==> config.mk <==
export PLATFORM = sky130hd
export DESIGN_NAME = bitmask_code_decompressor
export DESIGN_NICKNAME = d
export VERILOG_FILES = /design/src/design/bmd_pkg.sv /design/src/design/bmd_controller.sv /design/src/design/bmd_datapath.sv /design/src/design/bitmask_code_decompressor.sv
export SDC_FILE = /design/constraint.sdc
export NUM_CORES = 2
export LEC_CHECK = 0
export ABC_AREA = 1
export BUFFER_PORTS_ARGS = -buffer_cell sky130_fd_sc_hd__buf_2
export CAP_MARGIN = 20
export CORE_MARGIN = 4
export CORE_UTILIZATION = 50
export DETAILED_ROUTE_END_ITERATION = 8
export HOLD_SLACK_MARGIN = 0.15
export PLACE_DENSITY = 0.69
export SETUP_SLACK_MARGIN = 0.05
export SLEW_MARGIN = 20
export SYNTH_ARGS = -nofsm -noshare
export SYNTH_HDL_FRONTEND = slang
export SYNTH_HIERARCHICAL = 1
export SYNTH_SLANG_ARGS = --single-unit
==> constraint.sdc <==
create_clock -name clk -period 20 [get_ports clk]
set_clock_uncertainty 0.05 [all_clocks]
set_input_delay 0 -clock clk [delete_from_list [all_inputs] [get_ports clk]]
set_output_delay 0 -clock clk [all_outputs]
set_load 0.05 [all_outputs]
==> src/design/bmd_pkg.sv <==
`timescale 1ns / 1ps
// ----------------------------------------------------------------------------
// bmd_pkg
// Shared types, constants and helpers of the bitmask code decompressor.
// ----------------------------------------------------------------------------
package bmd_pkg;

    localparam int WORD_BITS        = 32;
    localparam int DICT_ENTRIES_DEF = 16;
    localparam int MAX_RESULTS      = 64;
    localparam int HEADER_BITS      = 3;
    localparam int BUF_BITS         = 2 * WORD_BITS;

    // command field of an input transaction
    localparam logic CMD_LOAD   = 1'b0;
    localparam logic CMD_STREAM = 1'b1;

    typedef enum logic [2:0] {
        HDR_RAW       = 3'd0,
        HDR_REPEAT    = 3'd1,
        HDR_MASK      = 3'd2,
        HDR_FLIP1     = 3'd3,
        HDR_FLIP2     = 3'd4,
        HDR_FLIP4     = 3'd5,
        HDR_FLIP_PAIR = 3'd6,
        HDR_DIRECT    = 3'd7
    } bmd_hdr_t;

    typedef enum logic [1:0] {
        ST_IDLE,
        ST_DECODE,
        ST_REPEAT,
        ST_FLUSH
    } bmd_state_t;

    typedef struct packed {
        logic load;      // write dictionary entry
        logic start;     // append stream word, begin decoding
        logic step;      // consume one code
        logic rep_emit;  // emit previous word once
        logic finish;    // push held word as last, close input
    } bmd_cmd_t;

    typedef struct packed {
        logic stop;        // not enough bits, or padding reached
        logic emits;       // current code yields a word
        logic rep_go;      // current code is a repeat with a valid previous word
        logic rep_last;    // last repeat emission
        logic can_emit;    // room to take one more word
        logic out_free;    // output register free this cycle
        logic held_valid;  // a word waits in the hold register
        logic ended;       // stream closed until reset
    } bmd_status_t;

    // body length after the header
    function automatic logic [5:0] body_bits(input bmd_hdr_t hdr);
        logic [5:0] n;
        unique case (hdr)
            HDR_RAW:       n = 6'd32;
            HDR_REPEAT:    n = 6'd3;
            HDR_MASK:      n = 6'd13;
            HDR_FLIP1:     n = 6'd9;
            HDR_FLIP2:     n = 6'd9;
            HDR_FLIP4:     n = 6'd9;
            HDR_FLIP_PAIR: n = 6'd14;
            HDR_DIRECT:    n = 6'd4;
            default:       n = 6'd0;
        endcase
        return n;
    endfunction

    // single-bit mask, position 0 is the MSB, positions past the word give zero
    function automatic logic [WORD_BITS-1:0] flip_bit(input logic [5:0] pos);
        logic [WORD_BITS-1:0] msb;
        msb = {1'b1, {(WORD_BITS-1){1'b0}}};
        if (pos < 6'(WORD_BITS)) begin
            return msb >> pos[4:0];
        end
        return '0;
    endfunction

endpackage

==> src/design/bmd_controller.sv <==
`timescale 1ns / 1ps
// ----------------------------------------------------------------------------
// bmd_controller
// Sequencer: accepts transactions, steps the decoder one code per cycle unless
// the output stalls it, runs repeat emissions and closes each input.
// ----------------------------------------------------------------------------
module bmd_controller (
    input  logic                 clk,
    input  logic                 rst_n,
    input  logic                 s_tvalid,
    output logic                 s_tready,
    input  logic                 s_tuser,
    input  bmd_pkg::bmd_status_t status,
    output bmd_pkg::bmd_cmd_t    cmd
);
    import bmd_pkg::*;

    bmd_state_t state_reg;
    bmd_state_t state_next;

    always_ff @(posedge clk or negedge rst_n) begin
        if (!rst_n) begin
            state_reg <= ST_IDLE;
        end else begin
            state_reg <= state_next;
        end
    end

    always_comb begin
        state_next = state_reg;
        cmd        = '0;
        s_tready   = 1'b0;
        unique case (state_reg)
            ST_IDLE:
            begin
                s_tready = 1'b1;
                if (s_tvalid) begin
                    if (s_tuser == CMD_LOAD) begin
                        cmd.load = 1'b1;
                    end else if (!status.ended) begin
                        cmd.start  = 1'b1;
                        state_next = ST_DECODE;
                    end
                end
            end
            ST_DECODE:
            begin
                if (status.stop) begin
                    state_next = ST_FLUSH;
                end else if (!status.emits || status.can_emit) begin
                    cmd.step = 1'b1;
                    if (status.rep_go) begin
                        state_next = ST_REPEAT;
                    end
                end
            end
            ST_REPEAT:
            begin
                if (status.can_emit) begin
                    cmd.rep_emit = 1'b1;
                    if (status.rep_last) begin
                        state_next = ST_DECODE;
                    end
                end
            end
            ST_FLUSH:
            begin
                if (!status.held_valid || status.out_free) begin
                    cmd.finish = 1'b1;
                    state_next = ST_IDLE;
                end
            end
            default:
            begin
                state_next = ST_IDLE;
            end
        endcase
    end

endmodule

==> src/design/bmd_datapath.sv <==
`timescale 1ns / 1ps
// ----------------------------------------------------------------------------
// bmd_datapath
// Dictionary, bit buffer, code decoder, hold and output registers.
// ----------------------------------------------------------------------------
module bmd_datapath #(
    parameter int DICT_ENTRIES = bmd_pkg::DICT_ENTRIES_DEF
) (
    input  logic                         clk,
    input  logic                         rst_n,
    input  bmd_pkg::bmd_cmd_t            cmd,
    output bmd_pkg::bmd_status_t         status,
    input  logic [3:0]                   in_index,
    input  logic [bmd_pkg::WORD_BITS-1:0] in_data,
    input  logic                         in_final,
    input  logic                         m_tready,
    output logic                         m_tvalid,
    output logic [bmd_pkg::WORD_BITS-1:0] m_tdata,
    output logic                         m_tlast,
    output logic                         m_tuser
);
    import bmd_pkg::*;

    localparam int IDX_W = (DICT_ENTRIES > 1) ? $clog2(DICT_ENTRIES) : 1;

    logic [WORD_BITS-1:0] dict_mem [DICT_ENTRIES];

    logic [BUF_BITS-1:0]  buf_reg;
    logic [6:0]           fill_reg;
    logic                 raw_pend_reg;
    logic                 final_reg;
    logic                 ended_reg;
    logic [WORD_BITS-1:0] prev_word_reg;
    logic                 prev_valid_reg;
    logic [3:0]           rep_cnt_reg;
    logic [6:0]           count_reg;
    logic [WORD_BITS-1:0] held_reg;
    logic                 held_valid_reg;
    logic [WORD_BITS-1:0] out_data_reg;
    logic                 out_last_reg;
    logic                 out_done_reg;
    logic                 out_valid_reg;
    logic [WORD_BITS-1:0] entry_reg;

    // decoder signals
    bmd_hdr_t             hdr;
    logic [5:0]           need;
    logic [5:0]           take;
    logic                 dec_stop;
    logic                 dec_emits;
    logic                 dec_raw_set;
    logic                 dec_raw_clr;
    logic                 dec_rep;
    logic [WORD_BITS-1:0] dec_word;
    logic [3:0]           rd_idx;
    logic [4:0]           pos_a;
    logic [4:0]           pos_b;
    logic [3:0]           mask;
    logic                 padded;

    logic                 emit_req;
    logic                 emit_keep;
    logic [WORD_BITS-1:0] emit_word;
    logic                 move_held;
    logic                 out_free;
    logic [BUF_BITS-1:0]  buf_append;
    logic [BUF_BITS-1:0]  buf_next;
    logic [6:0]           fill_next;
    bmd_hdr_t             next_hdr;

    // padding end: raw header pending, final word, remaining bits all zero
    assign padded = raw_pend_reg && final_reg && (fill_reg <= 7'(WORD_BITS))
                    && (buf_reg == '0);

    always_comb begin
        hdr         = bmd_hdr_t'(buf_reg[BUF_BITS-1 -: HEADER_BITS]);
        need        = 6'(HEADER_BITS) + body_bits(hdr);
        pos_a       = buf_reg[60:56];
        mask        = buf_reg[55:52];
        pos_b       = buf_reg[55:51];
        take        = '0;
        dec_stop    = 1'b0;
        dec_emits   = 1'b0;
        dec_raw_set = 1'b0;
        dec_raw_clr = 1'b0;
        dec_rep     = 1'b0;
        dec_word    = entry_reg;
        if (raw_pend_reg) begin
            if (padded || (fill_reg < 7'(WORD_BITS))) begin
                dec_stop = 1'b1;
            end else begin
                take        = 6'(WORD_BITS);
                dec_emits   = 1'b1;
                dec_raw_clr = 1'b1;
                dec_word    = buf_reg[BUF_BITS-1 -: WORD_BITS];
            end
        end else if (fill_reg < 7'(HEADER_BITS)) begin
            dec_stop = 1'b1;
        end else if (hdr == HDR_RAW) begin
            take        = 6'(HEADER_BITS);
            dec_raw_set = 1'b1;
        end else if (fill_reg < {1'b0, need}) begin
            dec_stop = 1'b1;
        end else begin
            take = need;
            unique case (hdr) inside
                HDR_REPEAT:
                begin
                    dec_rep = 1'b1;
                end
                HDR_MASK:
                begin
                    dec_emits = 1'b1;
                    dec_word  = entry_reg
                        ^ (mask[3] ? flip_bit({1'b0, pos_a}) : '0)
                        ^ (mask[2] ? flip_bit({1'b0, pos_a} + 6'd1) : '0)
                        ^ (mask[1] ? flip_bit({1'b0, pos_a} + 6'd2) : '0)
                        ^ (mask[0] ? flip_bit({1'b0, pos_a} + 6'd3) : '0);
                end
                HDR_FLIP1, HDR_FLIP2, HDR_FLIP4:
                begin
                    dec_emits = 1'b1;
                    dec_word  = entry_reg ^ flip_bit({1'b0, pos_a});
                    if (hdr != HDR_FLIP1) begin
                        dec_word = dec_word ^ flip_bit({1'b0, pos_a} + 6'd1);
                    end
                    if (hdr == HDR_FLIP4) begin
                        dec_word = dec_word ^ flip_bit({1'b0, pos_a} + 6'd2)
                                            ^ flip_bit({1'b0, pos_a} + 6'd3);
                    end
                end
                HDR_FLIP_PAIR:
                begin
                    dec_emits = 1'b1;
                    dec_word  = entry_reg ^ flip_bit({1'b0, pos_a})
                                          ^ flip_bit({1'b0, pos_b});
                end
                HDR_DIRECT:
                begin
                    dec_emits = 1'b1;
                end
                default:
                begin
                    dec_emits = 1'b0;
                end
            endcase
        end
    end

    assign out_free  = !out_valid_reg || m_tready;
    assign emit_req  = (cmd.step && dec_emits) || cmd.rep_emit;
    assign emit_word = cmd.rep_emit ? prev_word_reg : dec_word;
    assign emit_keep = emit_req && (count_reg < 7'(MAX_RESULTS));
    assign move_held = held_valid_reg && (emit_keep || cmd.finish);
    assign buf_append = {in_data, {WORD_BITS{1'b0}}} >> fill_reg;

    // next bit buffer contents
    always_comb begin
        buf_next  = buf_reg;
        fill_next = fill_reg;
        if (cmd.start && (fill_reg <= 7'(WORD_BITS))) begin
            buf_next  = buf_reg | buf_append;
            fill_next = fill_reg + 7'(WORD_BITS);
        end
        if (cmd.step) begin
            buf_next  = buf_reg << take;
            fill_next = fill_reg - {1'b0, take};
        end
        if (cmd.finish && final_reg) begin
            buf_next  = '0;
            fill_next = '0;
        end
    end

    // dictionary read address taken from the next buffer, so the entry is
    // registered by the time its code is decoded
    always_comb begin
        next_hdr = bmd_hdr_t'(buf_next[BUF_BITS-1 -: HEADER_BITS]);
        unique case (next_hdr) inside
            HDR_MASK:                        rd_idx = buf_next[51:48];
            HDR_FLIP1, HDR_FLIP2, HDR_FLIP4: rd_idx = buf_next[55:52];
            HDR_FLIP_PAIR:                   rd_idx = buf_next[50:47];
            default:                         rd_idx = buf_next[60:57];
        endcase
    end

    always_comb begin
        status            = '0;
        status.stop       = dec_stop;
        status.emits      = dec_emits;
        status.rep_go     = dec_rep && prev_valid_reg;
        status.rep_last   = (rep_cnt_reg == 4'd1);
        status.can_emit   = !held_valid_reg || out_free;
        status.out_free   = out_free;
        status.held_valid = held_valid_reg;
        status.ended      = ended_reg;
    end

    // control state
    always_ff @(posedge clk or negedge rst_n) begin
        if (!rst_n) begin
            buf_reg        <= '0;
            fill_reg       <= '0;
            raw_pend_reg   <= 1'b0;
            final_reg      <= 1'b0;
            ended_reg      <= 1'b0;
            prev_word_reg  <= '0;
            prev_valid_reg <= 1'b0;
            rep_cnt_reg    <= '0;
            count_reg      <= '0;
            held_valid_reg <= 1'b0;
            out_valid_reg  <= 1'b0;
        end else begin
            buf_reg  <= buf_next;
            fill_reg <= fill_next;
            if (cmd.start) begin
                final_reg <= in_final;
                count_reg <= '0;
            end
            if (cmd.step) begin
                if (dec_raw_set) begin
                    raw_pend_reg <= 1'b1;
                end
                if (dec_raw_clr) begin
                    raw_pend_reg <= 1'b0;
                end
                if (dec_emits) begin
                    prev_word_reg  <= dec_word;
                    prev_valid_reg <= 1'b1;
                end
                if (dec_rep) begin
                    rep_cnt_reg    <= {1'b0, buf_reg[60:58]} + 4'd1;
                    prev_valid_reg <= 1'b0;
                end
            end
            if (cmd.rep_emit) begin
                rep_cnt_reg <= rep_cnt_reg - 4'd1;
            end
            if (cmd.finish && final_reg) begin
                ended_reg    <= 1'b1;
                raw_pend_reg <= 1'b0;
            end
            if (emit_req && (count_reg < 7'(MAX_RESULTS))) begin
                count_reg <= count_reg + 7'd1;
            end
            if (emit_keep) begin
                held_valid_reg <= 1'b1;
            end else if (cmd.finish) begin
                held_valid_reg <= 1'b0;
            end
            if (move_held) begin
                out_valid_reg <= 1'b1;
            end else if (m_tready) begin
                out_valid_reg <= 1'b0;
            end
        end
    end

    // payload; an index past the table reads as zero
    always_ff @(posedge clk) begin
        if (cmd.load && ({1'b0, in_index} < 5'(DICT_ENTRIES))) begin
            dict_mem[in_index[IDX_W-1:0]] <= in_data;
        end
        if ({1'b0, rd_idx} < 5'(DICT_ENTRIES)) begin
            entry_reg <= dict_mem[rd_idx[IDX_W-1:0]];
        end else begin
            entry_reg <= '0;
        end
        if (emit_keep) begin
            held_reg <= emit_word;
        end
        if (move_held) begin
            out_data_reg <= held_reg;
            out_last_reg <= cmd.finish;
            out_done_reg <= cmd.finish && padded;
        end
    end

    assign m_tvalid = out_valid_reg;
    assign m_tdata  = out_data_reg;
    assign m_tlast  = out_last_reg;
    assign m_tuser  = out_done_reg;

`ifndef SYNTHESIS
    a_fill_range: assert property (@(posedge clk) disable iff (!rst_n)
        fill_reg <= 7'(BUF_BITS))
        else $error("bit buffer fill out of range");

    a_start_room: assert property (@(posedge clk) disable iff (!rst_n)
        cmd.start |-> fill_reg < 7'(WORD_BITS))
        else $error("stream word arrived with buffer too full");

    a_finish_drains: assert property (@(posedge clk) disable iff (!rst_n)
        cmd.finish |=> !held_valid_reg)
        else $error("held word left after input closed");

    a_rep_count: assert property (@(posedge clk) disable iff (!rst_n)
        cmd.rep_emit |-> rep_cnt_reg != 4'd0)
        else $error("repeat emission with zero count");
`endif

endmodule

==> src/design/bitmask_code_decompressor.sv <==
`timescale 1ns / 1ps
// ----------------------------------------------------------------------------
// bitmask_code_decompressor
// Dictionary-based bitmask code decompressor: loads a word dictionary and
// expands a compressed bit stream into 32-bit instructions.
// ----------------------------------------------------------------------------
//
//  channel | dir | tdata                              | tuser        | tlast
//  --------+-----+------------------------------------+--------------+-----------
//  s_*     | in  | [3:0] entry_index, [35:4] data_word| command      | final_word
//  m_*     | out | [31:0] instruction                 | stream_done  | run_last
//
//  Sequence: a dictionary load is written when accepted. A stream word is
//  accepted, then decoded one code per step (a raw word takes two steps:
//  header, literal), each repeated instruction is emitted in turn, the stop
//  is found and the input is closed; the dictionary entry of the next code
//  is registered at the edge that shifts the buffer.
//  Reset: asynchronous, clears buffer, fill, previous word and stream end;
//  the dictionary is not cleared and must be loaded before use.
//  Stalls: a full output register that is not taken, with a waiting held word,
//  halts word-emitting codes and repeats; s_tready is high only between input transactions.
//
module bitmask_code_decompressor #(
    parameter int DICT_ENTRIES = bmd_pkg::DICT_ENTRIES_DEF
) (
    input  logic        clk,
    input  logic        rst_n,
    input  logic        s_tvalid,
    output logic        s_tready,
    input  logic [39:0] s_tdata,   // [3:0] entry_index, [35:4] data_word, [39:36] zero
    input  logic        s_tuser,   // [0] command
    input  logic        s_tlast,   // final_word
    output logic        m_tvalid,
    input  logic        m_tready,
    output logic [31:0] m_tdata,   // [31:0] instruction
    output logic        m_tuser,   // [0] stream_done
    output logic        m_tlast    // run_last
);
    import bmd_pkg::*;

    bmd_cmd_t    cmd;
    bmd_status_t status;

    // sequencer: one step per cycle unless the output stalls it, repeat and close phases
    bmd_controller u_ctrl (
        .clk      (clk),
        .rst_n    (rst_n),
        .s_tvalid (s_tvalid),
        .s_tready (s_tready),
        .s_tuser  (s_tuser),
        .status   (status),
        .cmd      (cmd)
    );

    // dictionary, bit buffer, decoder and output registers
    bmd_datapath #(
        .DICT_ENTRIES (DICT_ENTRIES)
    ) u_dp (
        .clk      (clk),
        .rst_n    (rst_n),
        .cmd      (cmd),
        .status   (status),
        .in_index (s_tdata[3:0]),
        .in_data  (s_tdata[35:4]),
        .in_final (s_tlast),
        .m_tready (m_tready),
        .m_tvalid (m_tvalid),
        .m_tdata  (m_tdata),
        .m_tlast  (m_tlast),
        .m_tuser  (m_tuser)
    );

endmodule
==> flow_metrics.env <==
export IMPL_run_status="finished, final reports clean"
export IMPL_ys_async_sr_fraction_pct=16.7
export IMPL_pin_count=82
export IMPL_first_global_vias=37249
export IMPL_utilization_pct=55.4
export IMPL_pin_count_of_the_biggest_net_entering_global_routing=95
export IMPL_slew_limit_headroom_pct=15.5
export IMPL_hold_path_class="in2reg"
export IMPL_yosys_warnings=6
export IMPL_finish_net_count=5490
export IMPL_crit_arrival_ns=9.98
export IMPL_worstSetupPathType="reg2reg"
export IMPL_syn_to_final_growth_pct=9.68
export IMPL_htree_levels=3
export IMPL_final_cycle_share_pct=48.0
export IMPL_number_of_buffer_cells_added_on_primary_ports=77
export IMPL_grt_antenna_before_repair=3
export IMPL_syn_cell_area_sq_um=43900
export IMPL_timing_worst_slew_pin_value_ns=1.27
export IMPL_placement_rows=108
export IMPL_timing_hold_worst_start="s_tdata[6]"
export IMPL_timing_max_cap_violations=0
export IMPL_hold_violations=0
export IMPL_cts_buffers=79
export IMPL_detailedRoute_firstPassIterationCount=9
export IMPL_die_y_um=304
export IMPL_tritoncts="yes"
export IMPL_crit_path_largest_cell_delay_ns=0.85
export IMPL_gr_usage_all_layers_pct=32.3
export IMPL_grt_pass1_wl_mm=231
export IMPL_cts_repair_resized=0
export IMPL_drcViolationCount=0
export IMPL_synth_net_count=5553
export IMPL_register_clock_pin_slew_on_the_reported_worst_setup_and_hold_paths_ns=0.06
export IMPL_largest_register_ff_count=512
export IMPL_setup_tns_final_ns=0
export IMPL_timing_critical_path_fanout_max=82
export IMPL_reg2reg_setup_slack_ns=10.40
export IMPL_globalplace_congestion=1.02
export IMPL_worst_hold_path_num_cells=2
export IMPL_cts_root_buf="clkbuf_16"
export IMPL_worst_endpoint_required_ns=20.39
export IMPL_detail_route_iter0_violations=5422
export IMPL_r2r_cells=32
export IMPL_regToRegEndpoint="u_dp/entry_reg[2]"
export IMPL_placement_setup_worst_slack_ns=10.84
export IMPL_post_cts_setup_buffers=0
export IMPL_vias_per_cell=6.10
export IMPL_initial_core_util_pct=50.5
export IMPL_critPathLaunchType="register"
export IMPL_clock_sink_count=732
export IMPL_final_max_slew_viol_count=0
export IMPL_route_vias_total=40489
export IMPL_setup_ws_ns=10.40
export IMPL_floorplan_core_area_sq_um=86900
export IMPL_synth_sequential_area_ratio_pct=48.0
export IMPL_yosys_cell_types_count=61
export IMPL_cts_path_max_buffers=3
export IMPL_layout_min_cycle_time_ns=9.60
export IMPL_insertion_delay_of_the_later_clocked_pin_in_the_worst_skew_pair_ns=0.68
export IMPL_post_route_cells_drive_above_1_share_pct=6.78
export IMPL_hpwl_mm=98.3
export IMPL_worst_hold_path_endpoint="u_dp/dict_mem[14][2]"
export IMPL_crit_path_end_kind="register"
export IMPL_avgSynthCellArea_sq_um=8.00
export IMPL_remaining_global_route_overflow=0
export IMPL_drtAntennaViolNets=0
export IMPL_cp_common_cell="nand2_1"
export IMPL_post_cts_hold_buffer_count=51
export IMPL_rsz0062_at_grt="false"
export IMPL_die_width_um=304
export IMPL_timing_rr_start="u_dp/buf_reg[61]"
export IMPL_critical_path_slowest_cell="buf_4"
export IMPL_setup_viol=0
export IMPL_synth_ff_type="edfxtp_1"
export IMPL_drt_total_wl_mm=155
export IMPL_postSynthRegisterBits=732
export IMPL_syn_instance_count=5484
export IMPL_fmax_mhz=104
export IMPL_avgRoutedWirePerCell_um=23.4
export IMPL_synth_edff_count=578
export IMPL_design_die_area_sq_um=92600
-- worst max-delay path, delay by kind of cell (launching register included) --
| kind | cells | cell delay (ns) |
|---|---|---|
| adder cells (fa/ha/maj) | 2 | 0.54 |
| AO/OA/AOI/OAI | 3 | 1.22 |
| XOR/XNOR | 1 | 0.26 |
| AND/OR/NAND/NOR | 18 | 3.22 |
| flip-flops | 1 | 0.53 |
| buffers and inverters | 8 | 3.27 |
-- cells in the final DEF (no fill, tap or decap), drive strengths merged, types with 62 or more instances in the layout --
master / instances
a21oi: 112
buf: 165
clkbuf: 100
dfrtp: 122
edfxtp: 578
inv: 599
nand2: 1241
nand3: 1037
nor2: 377
nor3: 87
o211ai: 62
o21ai: 357
xor2: 122
-- cells by family (layout without fill, tap and decap cells) --
| group | after synthesis | in the layout | share of synthesized area (%) |
|---|---|---|---|
| flip-flops | 732 | 732 | 48.0 |
| buffers and inverters | 971 | 973 | 9.25 |
| other | 0 | 1 | 0 |
| AO/OA/AOI/OAI | 760 | 760 | 10.4 |
| adder cells (fa/ha/maj) | 23 | 23 | 0.673 |
| XOR/XNOR | 153 | 153 | 3.05 |
| multiplexers | 16 | 16 | 0.365 |
| AND/OR/NAND/NOR | 2829 | 2829 | 28.3 |
-- synth_stat cells (7+ instances only) --
cell	instances	share of area, %
buf_6	14	0.36
nor2_1	367	3.1
xnor2_1	31	0.62
mux2i_1	16	0.36
o31ai_1	12	0.21
nand4_1	25	0.36
xor2_1	122	2.4
o21ai_0	327	3.7
buf_4	32	0.55
inv_1	577	4.9
a21oi_1	112	1.3
dfxtp_1	32	1.5
clkinv_1	15	0.13
nand2_2	10	0.14
nor3_1	86	0.98
nand3b_1	35	0.60
clkbuf_1	141	1.2
o221ai_1	48	0.96
nor4_1	12	0.17
o211ai_1	62	1.1
o21ai_1	30	0.34
ha_1	22	0.63
o21a_1	7	0.12
nand3_1	1032	12
a211oi_1	7	0.12
buf_2	142	1.6
inv_2	18	0.15
a22oi_1	33	0.56
nand2_1	1228	11
o22ai_1	29	0.41
buf_1	30	0.26
a2bb2oi_1	9	0.18
edfxtp_1	578	40
o2111ai_1	10	0.20
dfrtp_1	122	7.0
a31oi_1	51	0.73
-- final cells by class --
class,count,area (sq um)
fill,7952,38800
sequential,732,21100
multi-input combinational,3781,19000
inverter,611,2300
clock buffer,100,2120
timing repair buffer,216,1580
tap,1155,1450
clock inverter,46,623
antenna,1,2.50
-- how the worst max path moves through the flow --
stage / slack [ns] / from / cells after the start / to
after floorplan: 12.14 / u_dp/buf_reg[63] / 29 / u_dp/m_tdata[0]
after global placement: 10.74 / u_dp/buf_reg[61] / 37 / u_dp/entry_reg[2]
after detailed placement: 10.84 / u_dp/buf_reg[61] / 37 / u_dp/entry_reg[2]
after CTS: 10.74 / u_dp/buf_reg[61] / 37 / u_dp/entry_reg[2]
after global routing: 9.77 / u_dp/buf_reg[61] / 38 / u_dp/entry_reg[2]
final: 10.40 / u_dp/buf_reg[61] / 32 / u_dp/entry_reg[2]
-- per-layer routing --
| layer | up-vias | track usage, % | share of wire (%) |
|---|---|---|---|
| met1 | 19021 | 44.4 | 40 |
| met3 | 516 | 6.67 | 11 |
| met5 | - | 0 | 0.0084 |
| li1 | 18517 | - | - |
| met4 | 2 | 15.6 | 5.8 |
| met2 | 2433 | 49.2 | 43 |
-- stage by stage --
| stage | hold WS, ns | cells | cell area [sq um] |
|---|---|---|---|
| 6_report | 0.253 | 6642 | 48100 |
| 4_1_cts | 0.216 | 6640 | 48100 |
| 3_5_place_dp | -0.193 | 6443 | 44900 |
| 2_1_floorplan | -0.346 | 5484 | 43900 |
| 5_1_grt | 0.254 | 6641 | 48100 |
| 3_3_place_gp | -0.196 | 6443 | 44900 |
Power is left out: the tool's default activity adds up to more than one toggle a clock period on the data nets, which glitch-free logic cannot reach.
